==> src/hdl/dae_pkg.sv <==
// ----------------------------------------------------------------------------
// dae_pkg
// Types and fixed constants of the DNS answer IPv4 extractor.
// ----------------------------------------------------------------------------
package dae_pkg;

    localparam int HEADER_LAST = 11;   // last offset of the fixed header
    localparam int QTAIL_LEN   = 5;    // terminating zero + qtype + qclass
    localparam int RR_HDR_LEN  = 12;   // name ptr, type, class, ttl, rdlength
    localparam int COUNT_W     = 7;

    typedef struct packed {
        logic [7:0]  data_byte;
        logic [15:0] packet_length;
        logic        end_of_packet;
    } in_t;

    typedef struct packed {
        logic               result_kind;
        logic [31:0]        ipv4_address;
        logic [COUNT_W-1:0] address_count;
        logic               last_result;
    } res_t;

    typedef struct packed {
        logic [1:0] n;
        res_t       r0;
        res_t       r1;
    } push_t;

    localparam logic KIND_ADDRESS = 1'b0;
    localparam logic KIND_SUMMARY = 1'b1;

endpackage

==> src/hdl/dae_in_if.sv <==
// ----------------------------------------------------------------------------
// dae_in_if
// Byte channel into the extractor.
// ----------------------------------------------------------------------------
interface dae_in_if;
    logic        valid;
    logic        ready;
    logic [7:0]  data_byte;
    logic [15:0] packet_length;
    logic        end_of_packet;

    modport source (output valid, output data_byte, output packet_length,
                    output end_of_packet, input ready);
    modport sink (input valid, input data_byte, input packet_length,
                  input end_of_packet, output ready);
endinterface

==> src/hdl/dae_out_if.sv <==
// ----------------------------------------------------------------------------
// dae_out_if
// Result channel out of the extractor.
// ----------------------------------------------------------------------------
interface dae_out_if;
    logic        valid;
    logic        ready;
    logic        result_kind;
    logic [31:0] ipv4_address;
    logic [6:0]  address_count;
    logic        last_result;

    modport source (output valid, output result_kind, output ipv4_address,
                    output address_count, output last_result, input ready);
    modport sink (input valid, input result_kind, input ipv4_address,
                  input address_count, input last_result, output ready);
endinterface

==> src/hdl/dns_answer_ipv4_extractor_core.sv <==
// ----------------------------------------------------------------------------
// dns_answer_ipv4_extractor_core
// Streams a DNS response byte by byte and reports its A-record addresses.
// ----------------------------------------------------------------------------
// Usage:
//   pkt carries one message byte per item with the packet length and an
//   end-of-packet flag. res carries address items (result_kind 0) and one
//   summary item (result_kind 1, last_result 1) per packet.
//   One byte is taken per cycle while pkt.ready is high. With the queue
//   empty, an item's first result shows on res in the following cycle;
//   later results queue behind it. The final address byte, when it also
//   ends the packet, yields two results, which leave one after the other.
//   Results sit in a four-entry queue. pkt.ready is high while the queue
//   has room for two more results, so a stalled res fills the queue and
//   then holds off pkt; with res.ready high, ready stays high every cycle.
//   Reset empties the queue and returns the parser to the header of a new
//   packet; end_of_packet returns the parser to the header after its summary.
//   MAX_ADDRESSES caps the addresses reported per packet.
// ----------------------------------------------------------------------------
module dns_answer_ipv4_extractor_core
    import dae_pkg::*;
#(
    parameter int MAX_ADDRESSES = 64
)
(
    input logic      clk,
    input logic      rst_n,
    dae_in_if.sink   pkt,
    dae_out_if.source res
);

    logic  accept;
    logic  space_ok;
    logic  head_valid;
    in_t   item;
    res_t  head;
    push_t push;

    assign pkt.ready = space_ok;
    assign accept    = pkt.valid && space_ok;

    assign item.data_byte     = pkt.data_byte;
    assign item.packet_length = pkt.packet_length;
    assign item.end_of_packet = pkt.end_of_packet;

    dae_parser #(
        .MAX_ADDRESSES (MAX_ADDRESSES)
    ) u_parser (
        .clk    (clk),
        .rst_n  (rst_n),
        .accept (accept),
        .item   (item),
        .push   (push)
    );

    dae_outq u_outq (
        .clk        (clk),
        .rst_n      (rst_n),
        .push       (push),
        .pop        (head_valid && res.ready),
        .space_ok   (space_ok),
        .head_valid (head_valid),
        .head       (head)
    );

    assign res.valid         = head_valid;
    assign res.result_kind   = head.result_kind;
    assign res.ipv4_address  = head.ipv4_address;
    assign res.address_count = head.address_count;
    assign res.last_result   = head.last_result;

endmodule

==> src/hdl/dae_parser.sv <==
// ----------------------------------------------------------------------------
// dae_parser
// Per-byte DNS response parser: state update and result generation.
// ----------------------------------------------------------------------------
module dae_parser
    import dae_pkg::*;
#(
    parameter int MAX_ADDRESSES = 64
)
(
    input  logic  clk,
    input  logic  rst_n,
    input  logic  accept,
    input  in_t   item,
    output push_t push
);

    localparam int CW = $clog2(MAX_ADDRESSES + 1);
    localparam logic [CW-1:0] MAX_CNT = CW'(MAX_ADDRESSES);

    localparam logic [2:0] PH_HEADER   = 3'd0;
    localparam logic [2:0] PH_QUESTION = 3'd1;
    localparam logic [2:0] PH_WAIT     = 3'd2;
    localparam logic [2:0] PH_RECORD   = 3'd3;
    localparam logic [2:0] PH_ADDRESS  = 3'd4;
    localparam logic [2:0] PH_STOPPED  = 3'd5;

    logic [2:0]    phase_reg, phase_next;
    logic [15:0]   off_reg, off_next;
    logic [16:0]   nb_reg, nb_next;
    logic [15:0]   type_reg, type_next;
    logic [15:0]   class_reg, class_next;
    logic [15:0]   dlen_reg, dlen_next;
    logic [23:0]   shift_reg, shift_next;
    logic [CW-1:0] cnt_reg, cnt_next;

    logic [2:0]       ph;
    logic [16:0]      off17;
    logic [16:0]      rel;
    logic [15:0]      dlen_full;
    logic [CW-1:0]    cnt_upd;
    logic [CW+6:0]    cnt_ext;
    logic             emit_addr;
    logic [31:0]      addr;
    res_t             r_addr;
    res_t             r_sum;

    always_comb
    begin
        ph         = phase_reg;
        off17      = {1'b0, off_reg};
        rel        = off17 - nb_reg;
        dlen_full  = {dlen_reg[15:8], item.data_byte};
        addr       = {shift_reg, item.data_byte};
        cnt_upd    = cnt_reg;
        emit_addr  = 1'b0;
        nb_next    = nb_reg;
        type_next  = type_reg;
        class_next = class_reg;
        dlen_next  = dlen_reg;
        shift_next = shift_reg;
        off_next   = off_reg;

        if (ph == PH_WAIT && off17 == nb_reg)
        begin
            if ({1'b0, nb_reg} + 18'(RR_HDR_LEN) > {2'b0, item.packet_length})
                ph = PH_STOPPED;
            else
                ph = PH_RECORD;
        end

        case (ph)
            PH_HEADER:
            begin
                if (off_reg >= 16'(HEADER_LAST))
                    ph = PH_QUESTION;
            end
            PH_QUESTION:
            begin
                if (off_reg >= item.packet_length)
                    ph = PH_STOPPED;
                else if (item.data_byte == 8'h00)
                begin
                    if (off17 + 17'(QTAIL_LEN) > {1'b0, item.packet_length})
                        ph = PH_STOPPED;
                    else
                    begin
                        nb_next = off17 + 17'(QTAIL_LEN);
                        ph      = PH_WAIT;
                    end
                end
            end
            PH_RECORD:
            begin
                case (rel)
                    17'd2:  type_next  = {item.data_byte, 8'h00};
                    17'd3:  type_next  = {type_reg[15:8], item.data_byte};
                    17'd4:  class_next = {item.data_byte, 8'h00};
                    17'd5:  class_next = {class_reg[15:8], item.data_byte};
                    17'd10: dlen_next  = {item.data_byte, 8'h00};
                    17'd11:
                    begin
                        dlen_next = dlen_full;
                        if (type_reg == 16'd1 && class_reg == 16'd1 && dlen_full == 16'd4)
                        begin
                            if (off17 + 17'd5 > {1'b0, item.packet_length})
                                ph = PH_STOPPED;
                            else
                            begin
                                nb_next = off17 + 17'd1;
                                ph      = PH_ADDRESS;
                            end
                        end
                        else
                        begin
                            nb_next = off17 + 17'd1 + {1'b0, dlen_full};
                            ph      = PH_WAIT;
                        end
                    end
                    default: ;
                endcase
            end
            PH_ADDRESS:
            begin
                if (rel < 17'd3)
                    shift_next = {shift_reg[15:0], item.data_byte};
                else if (cnt_reg >= MAX_CNT)
                    ph = PH_STOPPED;
                else
                begin
                    cnt_upd   = cnt_reg + 1'b1;
                    emit_addr = 1'b1;
                    nb_next   = off17 + 17'd1;
                    ph        = PH_WAIT;
                end
            end
            default: ;
        endcase

        cnt_next   = cnt_upd;
        phase_next = ph;

        if (item.end_of_packet)
        begin
            phase_next = PH_HEADER;
            off_next   = '0;
            nb_next    = '0;
            type_next  = '0;
            class_next = '0;
            dlen_next  = '0;
            shift_next = '0;
            cnt_next   = '0;
        end
        else if (off_reg == 16'hFFFF)
            phase_next = PH_STOPPED;
        else
            off_next = off_reg + 16'd1;
    end

    // count is reported modulo 128
    assign cnt_ext = {7'd0, cnt_upd};

    always_comb
    begin
        r_addr.result_kind   = KIND_ADDRESS;
        r_addr.ipv4_address  = addr;
        r_addr.address_count = cnt_ext[COUNT_W-1:0];
        r_addr.last_result   = 1'b0;
        r_sum.result_kind    = KIND_SUMMARY;
        r_sum.ipv4_address   = '0;
        r_sum.address_count  = cnt_ext[COUNT_W-1:0];
        r_sum.last_result    = 1'b1;

        push.r0 = emit_addr ? r_addr : r_sum;
        push.r1 = r_sum;
        if (!accept)
            push.n = 2'd0;
        else
            push.n = 2'(emit_addr) + 2'(item.end_of_packet);
    end

    always_ff @(posedge clk or negedge rst_n)
    begin
        if (!rst_n)
        begin
            phase_reg <= PH_HEADER;
            off_reg   <= '0;
            nb_reg    <= '0;
            type_reg  <= '0;
            class_reg <= '0;
            dlen_reg  <= '0;
            shift_reg <= '0;
            cnt_reg   <= '0;
        end
        else if (accept)
        begin
            phase_reg <= phase_next;
            off_reg   <= off_next;
            nb_reg    <= nb_next;
            type_reg  <= type_next;
            class_reg <= class_next;
            dlen_reg  <= dlen_next;
            shift_reg <= shift_next;
            cnt_reg   <= cnt_next;
        end
    end

endmodule

==> src/hdl/dae_outq.sv <==
// ----------------------------------------------------------------------------
// dae_outq
// Four-entry result queue; takes up to two results per cycle, gives one.
// ----------------------------------------------------------------------------
module dae_outq
    import dae_pkg::*;
(
    input  logic  clk,
    input  logic  rst_n,
    input  push_t push,
    input  logic  pop,
    output logic  space_ok,
    output logic  head_valid,
    output res_t  head
);

    res_t       q_reg [4];
    logic [1:0] wr_reg, wr_next;
    logic [1:0] rd_reg, rd_next;
    logic [2:0] cnt_reg, cnt_next;

    assign wr_next  = wr_reg + push.n;
    assign rd_next  = rd_reg + 2'(pop);
    assign cnt_next = cnt_reg + 3'(push.n) - 3'(pop);

    // room for the worst case of two results from one item
    assign space_ok   = (cnt_reg <= 3'd2);
    assign head_valid = (cnt_reg != 3'd0);
    assign head       = q_reg[rd_reg];

    always_ff @(posedge clk)
    begin
        if (push.n != 2'd0)
            q_reg[wr_reg] <= push.r0;
        if (push.n == 2'd2)
            q_reg[wr_reg + 2'd1] <= push.r1;
    end

    always_ff @(posedge clk or negedge rst_n)
    begin
        if (!rst_n)
        begin
            wr_reg  <= '0;
            rd_reg  <= '0;
            cnt_reg <= '0;
        end
        else
        begin
            wr_reg  <= wr_next;
            rd_reg  <= rd_next;
            cnt_reg <= cnt_next;
        end
    end

endmodule

==> src/flat_wrapper.sv <==
// flat-port wrapper written by rule: the top's interface ports become plain ports
module dns_answer_ipv4_extractor_core_flat import dae_pkg::*;
#(
    parameter int MAX_ADDRESSES = 64
)
  (clk, rst_n, pkt_valid, pkt_data_byte, pkt_packet_length, pkt_end_of_packet, pkt_ready, res_valid, res_result_kind, res_ipv4_address, res_address_count, res_last_result, res_ready);
  dae_in_if pkt_i ();
  dae_out_if res_i ();
  input logic clk;
  input logic rst_n;
  input wire logic [$bits(pkt_i.valid)-1:0] pkt_valid;
  input wire logic [$bits(pkt_i.data_byte)-1:0] pkt_data_byte;
  input wire logic [$bits(pkt_i.packet_length)-1:0] pkt_packet_length;
  input wire logic [$bits(pkt_i.end_of_packet)-1:0] pkt_end_of_packet;
  output wire logic [$bits(pkt_i.ready)-1:0] pkt_ready;
  output wire logic [$bits(res_i.valid)-1:0] res_valid;
  output wire logic [$bits(res_i.result_kind)-1:0] res_result_kind;
  output wire logic [$bits(res_i.ipv4_address)-1:0] res_ipv4_address;
  output wire logic [$bits(res_i.address_count)-1:0] res_address_count;
  output wire logic [$bits(res_i.last_result)-1:0] res_last_result;
  input wire logic [$bits(res_i.ready)-1:0] res_ready;
  assign pkt_i.valid = pkt_valid;
  assign pkt_i.data_byte = pkt_data_byte;
  assign pkt_i.packet_length = pkt_packet_length;
  assign pkt_i.end_of_packet = pkt_end_of_packet;
  assign pkt_ready = pkt_i.ready;
  assign res_valid = res_i.valid;
  assign res_result_kind = res_i.result_kind;
  assign res_ipv4_address = res_i.ipv4_address;
  assign res_address_count = res_i.address_count;
  assign res_last_result = res_i.last_result;
  assign res_i.ready = res_ready;
  dns_answer_ipv4_extractor_core #(.MAX_ADDRESSES(MAX_ADDRESSES)) u_core (.clk(clk), .rst_n(rst_n), .pkt(pkt_i), .res(res_i));
endmodule
==> config.mk <==
export PLATFORM = sky130hd
export DESIGN_NAME = dns_answer_ipv4_extractor_core_flat
export DESIGN_NICKNAME = d
export VERILOG_FILES = /design/src/hdl/dae_pkg.sv /design/src/hdl/dae_in_if.sv /design/src/hdl/dae_out_if.sv /design/src/hdl/dns_answer_ipv4_extractor_core.sv /design/src/hdl/dae_parser.sv /design/src/hdl/dae_outq.sv /design/src/flat_wrapper.sv
export SDC_FILE = /design/constraint.sdc
export NUM_CORES = 1
export LEC_CHECK = 0
export BUFFER_PORTS_ARGS = -buffer_cell sky130_fd_sc_hd__buf_2
export CAP_MARGIN = 20
export CORE_MARGIN = 2
export CORE_UTILIZATION = 47
export CTS_CLUSTER_SIZE = 8
export DETAILED_ROUTE_END_ITERATION = 10
export GPL_ROUTABILITY_DRIVEN = 0
export PLACE_DENSITY = 0.74
export SETUP_SLACK_MARGIN = 0.1
export SYNTH_ARGS = -nofsm -noshare
export SYNTH_HDL_FRONTEND = slang
export SYNTH_SLANG_ARGS = --single-unit
export TNS_END_PERCENT = 50
==> constraint.sdc <==
create_clock -name clk -period 5.3 [get_ports clk]
set_clock_uncertainty 0.1 [all_clocks]
set_input_delay 0.795 -clock clk [delete_from_list [all_inputs] [get_ports clk]]
set_output_delay 0.795 -clock clk [all_outputs]
set_load 0.01 [all_outputs]
; Yosys cells after proc, flatten, opt, wreduce, memory -nomap -nowiden
; Memories as Yosys holds them, arrays and structs flattened.
; Index checks and enable logic that the tools add are counted.
[totals]
ff_bits = 114
ramBits = 164
in_bits = 29
output_inout_bits = 43
word_cells = 138
mem_count = 1
[classes]
addsub = 13
order_cmp = 7
eq_ne = 27
n_mux = 51
n_reduce_logical = 26
[mem_list]
columns = memory, depth, width, read_ports, rd_ports_with_merged_regs, write_ports, line
row1 = u_core.u_outq.q_reg, 4, 41, 1, 0, 2, dae_outq.sv:17  ; res_t q_reg [4];
[ops]
columns = cell, count
row1 = 2-to-1 mux 17 bit, 9
row2 = 2-to-1 mux 16 bit, 8
row3 = one-hot mux 16 bit (2 select lines), 3
row4 = 2-to-1 mux 24 bit, 3
row5 = one-hot mux 17 bit (3 select lines), 1
row6 = 2-to-1 mux 41 bit, 1
row7 = 2-to-1 mux 3 bit, 12
row8 = "equality test 17 x 2 -> 1 bit, second input constant", 2
row9 = "equality test 17 x 3 -> 1 bit, second input constant", 2
row10 = "equality test 17 x 4 -> 1 bit, second input constant", 2
row11 = "equality test 16 x 1 -> 1 bit, second input constant", 2
row12 = 2-to-1 mux 7 bit, 4
row13 = "adder 17 x 4 -> 18 bit, second input constant", 1
row14 = greater-than comparator 18 x 16 -> 1 bit, 1
row15 = "!= test 3 bit, second input constant", 6
row16 = "adder 16 x 1 -> 17 bit, second input constant", 1
row17 = "adder 16 x 3 -> 17 bit, second input constant", 1
row18 = adder 17 x 16 -> 17 bit, 1
row19 = equality test 16 x 17 -> 1 bit, 1
row20 = greater-than comparator 17 x 16 -> 1 bit, 1
row21 = "less-than comparator 17 x 2 -> 1 bit, second input constant", 1
row22 = subtractor 16 x 17 -> 17 bit, 1
row23 = "adder 16 x 1 -> 16 bit, second input constant", 1
row24 = "equality test 16 bit, second input constant", 1
row25 = other kinds (31), 58

; Longest topological paths before layout
[logic_depth]
depth_word = 11
mapped_depth = 25
ltp_nobuf = 23

; By module
; Synthesis repeated with hierarchy kept, for this count alone.
[unflattened]
hier_cells = 1530
area_unflattened_um2 = 17999.8
[modules_own_cells]
columns = module, n_inst, cells_per_inst, area_each_um2, seq_area_each_um2
row1 = dae_parser, 1, 1091, 9560.4, 2677.6
row2 = dae_outq, 1, 437, 8426.8, 5099.9
row3 = dns_answer_ipv4_extractor_core, 1, 2, 12.5, 0.0

; Worst setup path before layout
; Ideal clock, no wire load.
[synth_path]
path_type = reg2reg
from = register u_core.u_parser.nb_reg[2]
to = register u_core.u_outq.cnt_reg[2]
setup_time_ns = 0.123
arrival_time_ns = 4.574
required_time_ns = 5.077
setup_slack_ns = 0.504
path_stages_with_launch = 23
n_path_buf = 1
period_less_slack_ns = 4.796
cell_sequence = dfrtp_1 -> inv_1 -> ha_1 -> and4b_1 -> nand2_1 -> xnor2_1 -> ha_1 -> o21ai_0 -> nor2_1 -> o31ai_1 -> nand2_1 -> or4_4 -> nand3_2 -> nor2_4 -> nand2_4 -> inv_4 -> ha_1 -> clkbuf_1 -> nand2_1 -> or2_2 -> fa_1 -> xor2_1 -> xnor2_1
[synth_via]
elab_chain_cells = 10
elab_cells_between_ends = 15
cone_classes = add/sub (5) / order compare (2) / eq/ne (2) / mux (5) / reduce/logical (1)
[synth_rtl]
columns = item, line
row1 = from (decl), dae_parser.sv:30  ; logic [16:0] nb_reg, nb_next;
row2 = from (signal assigned), dae_parser.sv:199  ; nb_reg <= nb_next;
row3 = adder 17 x 4 -> 18 bit, dae_parser.sv:66  ; if ({1'b0, nb_reg} + 18'(RR_HDR_LEN) > {2'b0, item.packet_length})
row4 = greater-than comparator 18 x 16 -> 1 bit, dae_parser.sv:66
row5 = 2-to-1 mux 3 bit, dae_parser.sv:66
row6 = 2-to-1 mux 3 bit, dae_parser.sv:64  ; if (ph == PH_WAIT && off17 == nb_reg)
row7 = equality test 3 bit, dae_parser.sv:72  ; case (ph)
row8 = 2-to-1 mux 1 bit (*), dae_parser.sv:72
row9 = adder 1 x 1 -> 2 bit (*), dae_parser.sv:179  ; push.n = 2'(emit_addr) + 2'(item.end_of_packet);
row10 = 2-to-1 mux 2 bit (*), dae_parser.sv:176  ; if (!accept)
row11 = adder 3 x 2 -> 3 bit (*), dae_outq.sv:24  ; assign cnt_next = cnt_reg + 3'(push.n) - 3'(pop);
row12 = subtractor 3 x 1 -> 3 bit (*), dae_outq.sv:24
row13 = named net u_core.u_outq.cnt_next[2], dae_outq.sv:20  ; logic [2:0] cnt_reg, cnt_next;
row14 = to (signal assigned), dae_outq.sv:51  ; cnt_reg <= cnt_next;
row15 = to (decl), dae_outq.sv:20
; Mark *: on every way through the listed nets, which the timed path passes. The rest lies on a longest branch.
; A chain may end at the register's enable or synchronous reset.

; Worst setup path after layout
; Same ends and word-level chain as after synthesis.

==> impl_metrics.tcl <==
set metrics [dict create \
    status "completed" \
    p_switching_w 0.00254 \
    ys_ff_latch 274 \
    dpl.cell_count 1897 \
    initial_utilization_pct 47.8 \
    max-vdd-ir-drop_mv 0.262 \
    layout-drive-gt1-share_pct 16.1 \
    route.detailed.drc 0 \
    core_area_sq_mm 0.0316 \
    routed_wl_um 41700 \
    wl_per_cell_um 21.2 \
    synth_most_common_cell "a22o_1" \
    fin_crit_sh_pct 93.3 \
    syn_nets 1601 \
    p_clk_share_pct 33.2 \
    tns_ns 0 \
    grt_pass1_wl_um 66300 \
    num_rows 65 \
    dieArea_sq_mm 0.0336 \
    synthTopCellsByCount "173 x a22o_1, 132 x dfxtp_1, 117 x nor2_1" \
    final_cells 1967 \
    yosysWarnings 0 \
    critPathKind "reg -> reg" \
    start_kind "flop" \
    r2r_setup_slack_ns 0.35 \
    p_per_area_mw_per_mm2 418 \
    dp_slack_ns 0.155 \
    post-dp-hpwl_um 28900 \
    r2r_end "u_core.u_outq.cnt_reg[2]$_DFF_PN0_" \
    htreeDepth 2 \
    reg2reg_depth 21 \
    max_freq_mhz 202 \
    cpMaxStageDelayCell "or4_4" \
    crit_chain "inv_1 > ha_1 > and4b_2 > nand2_1 > xnor2_1 > ha_1 > o21ai_0 > nor2_1 > o31ai_1 > nand2_1 > or4_4 > nand3_2 > nor2_4 > nand2_4 > inv_4 > ha_2 > nand2_2 > or2_2 > fa_1 > xor2_1 > xnor2_1" \
    max-cap-violations 0 \
    vias 12500 \
    p_comb_share_pct 32.0 \
    avgSynthCellArea_sq_um 10.2 \
    holdBufCountCts 0 \
    hold_viol 0 \
    synth-edff-count 28 \
    p_int_w 0.00462 \
    first_iter_violations 1424 \
    grtUsageTotal_pct 24.9 \
    setup_viol 0 \
    rsz0062_at_grt "false" \
    ios 72 \
    clk_latency_ns 0.53 \
    p_total_w 0.00716 \
    drtAntennaViolNets 0 \
    grt_pass1_vias 12100 \
    fin_nets 1662 \
    diodes 0 \
    area_growth_pct 13.5 \
    slew_viol_final 0 \
    antenna_found_initial 1 \
    worstPathRequired_ns 5.61 \
    rr_startpoint "u_core.u_parser.nb_reg[2]$_DFFE_PN0P_" \
    clk_pin_slew_worst_paths_ns 0.06 \
    largest_register_ffs 160 \
    hold_slack_ns 0.256 \
    fill_cells 2717 \
    routed_via_density 6.35 \
    switching_share_pct 35.5 \
    setup_slack_ns 0.353 \
    end_kind "flop" \
    cts_made_buffers 40 \
    gr-total-overflow 0 \
    postSynth.asyncResetShare_pct 41.6 \
    seq_area_frac_synth_pct 42.0 \
    synth_top_cell_area_share_pct 18.9 \
    synth.distinct_cells 86 \
    slowest_delay_ns 0.53 \
    worst_pin_slew_ns 0.947 \
    cts-root-buf "clkbuf_16" \
    synth_area_sq_mm 0.0151 \
    synth_ff_type "dfxtp_1" \
    arrival_ns 5.26 \
    cp_max_fo 10 \
    tritoncts "yes" \
    grt_start_max_net_pins 60 \
    die_y_um 183 \
    netlist_instances 1481 \
    hold_path.class "in -> async" \
    slew_headroom_pct 36.7 \
    first_pass_iters 7 \
    port_buffers 71 \
    cts_sinks 274 \
    pwr-share-seq_pct 34.8 \
    final.min_clock_period_ns 4.95 \
    clockBufferDepth 3 \
    synth.area.top_cells "dfrtp_1 19%, dfxtp_1 18%, a22o_1 10%" \
    power.leakage_nw 7.47 \
    yosysTopAreaCell "dfrtp_1" \
    dieWidth_um 183 \
]
-- power groups by stage --
stage,logic [W],registers (W),clock network (W)
6_report,0.00229,0.00249,0.00237
5_1_grt,0.00251,0.00252,0.00249
4_1_cts,0.00219,0.00254,0.00240
3_5_place_dp,0.00217,0.00257,0
3_3_place_gp,0.00211,0.00257,0
2_1_floorplan,0.00176,0.00240,0
-- cells by family (layout without fill, tap and decap cells) --
group / after synthesis / count (layout) / share of synthesized area (%)
xor+xnor: 69 / 69 / 4.00
compound gates: 417 / 417 / 21.1
flops: 274 / 274 / 42.0
simple gates: 403 / 403 / 13.2
mux: 60 / 60 / 7.37
fa+ha+maj: 91 / 91 / 7.69
buf+inv: 167 / 251 / 4.58
-- worst max path at each step --
stage                                          start                                 endpoint  slack (ns)  depth (start not counted)
6_report       u_core.u_parser.nb_reg[2]$_DFFE_PN0P_       u_core.u_outq.cnt_reg[2]$_DFF_PN0_        0.35                         21
5_1_grt        u_core.u_parser.nb_reg[2]$_DFFE_PN0P_   u_core.u_outq.q_reg[1][9]$_SDFFE_PP0N_         0.1                         23
4_1_cts        u_core.u_parser.nb_reg[2]$_DFFE_PN0P_  u_core.u_outq.q_reg[2][37]$_SDFFE_PP0P_        0.14                         22
3_5_place_dp   u_core.u_parser.nb_reg[2]$_DFFE_PN0P_       u_core.u_outq.cnt_reg[2]$_DFF_PN0_        0.16                         21
3_3_place_gp   u_core.u_parser.nb_reg[2]$_DFFE_PN0P_       u_core.u_outq.cnt_reg[2]$_DFF_PN0_        0.30                         21
2_1_floorplan  u_core.u_parser.nb_reg[2]$_DFFE_PN0P_       u_core.u_outq.cnt_reg[2]$_DFF_PN0_        0.50                         22
-- stage by stage --
stage	util (%)	area, sq um
global route	54.3	17100
CTS	54.0	17000
floorplan	-	15100
detailed placement	50.3	15900
global placement	50.3	15900
finish	54.3	17100
-- placed cells by master (no fill, tap or decap), types with 6 or more instances in the layout --
master	n
a22o_1	173
dfxtp_1	132
nor2_1	117
dfrtp_1	112
nand2_1	101
ha_1	87
buf_2	71
inv_1	69
o21ai_0	59
a21oi_1	56
xnor2_1	47
nand3_1	42
clkbuf_16	41
mux4_2	40
buf_4	36
edfxtp_1	28
nor3_1	23
nand4_1	23
nor4_1	22
xor2_1	22
clkbuf_1	20
a31oi_1	12
mux2i_1	11
a21o_1	11
mux2_2	9
nand2b_1	9
o211ai_1	9
o21a_1	9
a32o_1	9
or3_1	8
and4_1	7
and2_1	7
a211oi_1	7
a22o_2	7
o311ai_0	7
and3_1	6
a211o_1	6
a22oi_1	6
-- layout make-up --
class | instances | area, sq um | share of cell area, %
inverters | 74 | 280 | 1.64
multi-input cells | 1040 | 8100 | 47.3
flip-flops and latches | 274 | 6340 | 37.0
clock inverters | 3 | 66.3 | 0.387
repair buffers | 112 | 721 | 4.21
well taps | 402 | 503 | 2.94
clock buffers | 62 | 1110 | 6.51
-- worst max-delay path: cells and delay by family, from the launching register on --
kind	cells	cell delay (ns)
and+or+nand+nor	10	1.99
AOI/OAI and AO/OA	2	0.43
DFF	1	0.38
adders and majority gates	4	1.34
buffers and inverters	2	0.16
xor gates and xnor gates	3	0.41
-- layer usage --
metal | vias to the layer above | part of all wire, % | track usage, %
met4 | 2 | 3.3 | 8.45
met1 | 6115 | 42 | 33.6
li1 | 5693 | - | -
met5 | - | 0.031 | 0
met3 | 108 | 7.9 | 4.37
met2 | 568 | 46 | 40.6
-- repair_timing --
action                                  in CTS  in global routing
buffers inserted                             0                  1
resized for setup                            0                 14
endpoints found under the setup margin       0                162
Note: power is estimated with default switching activity, not from simulation.
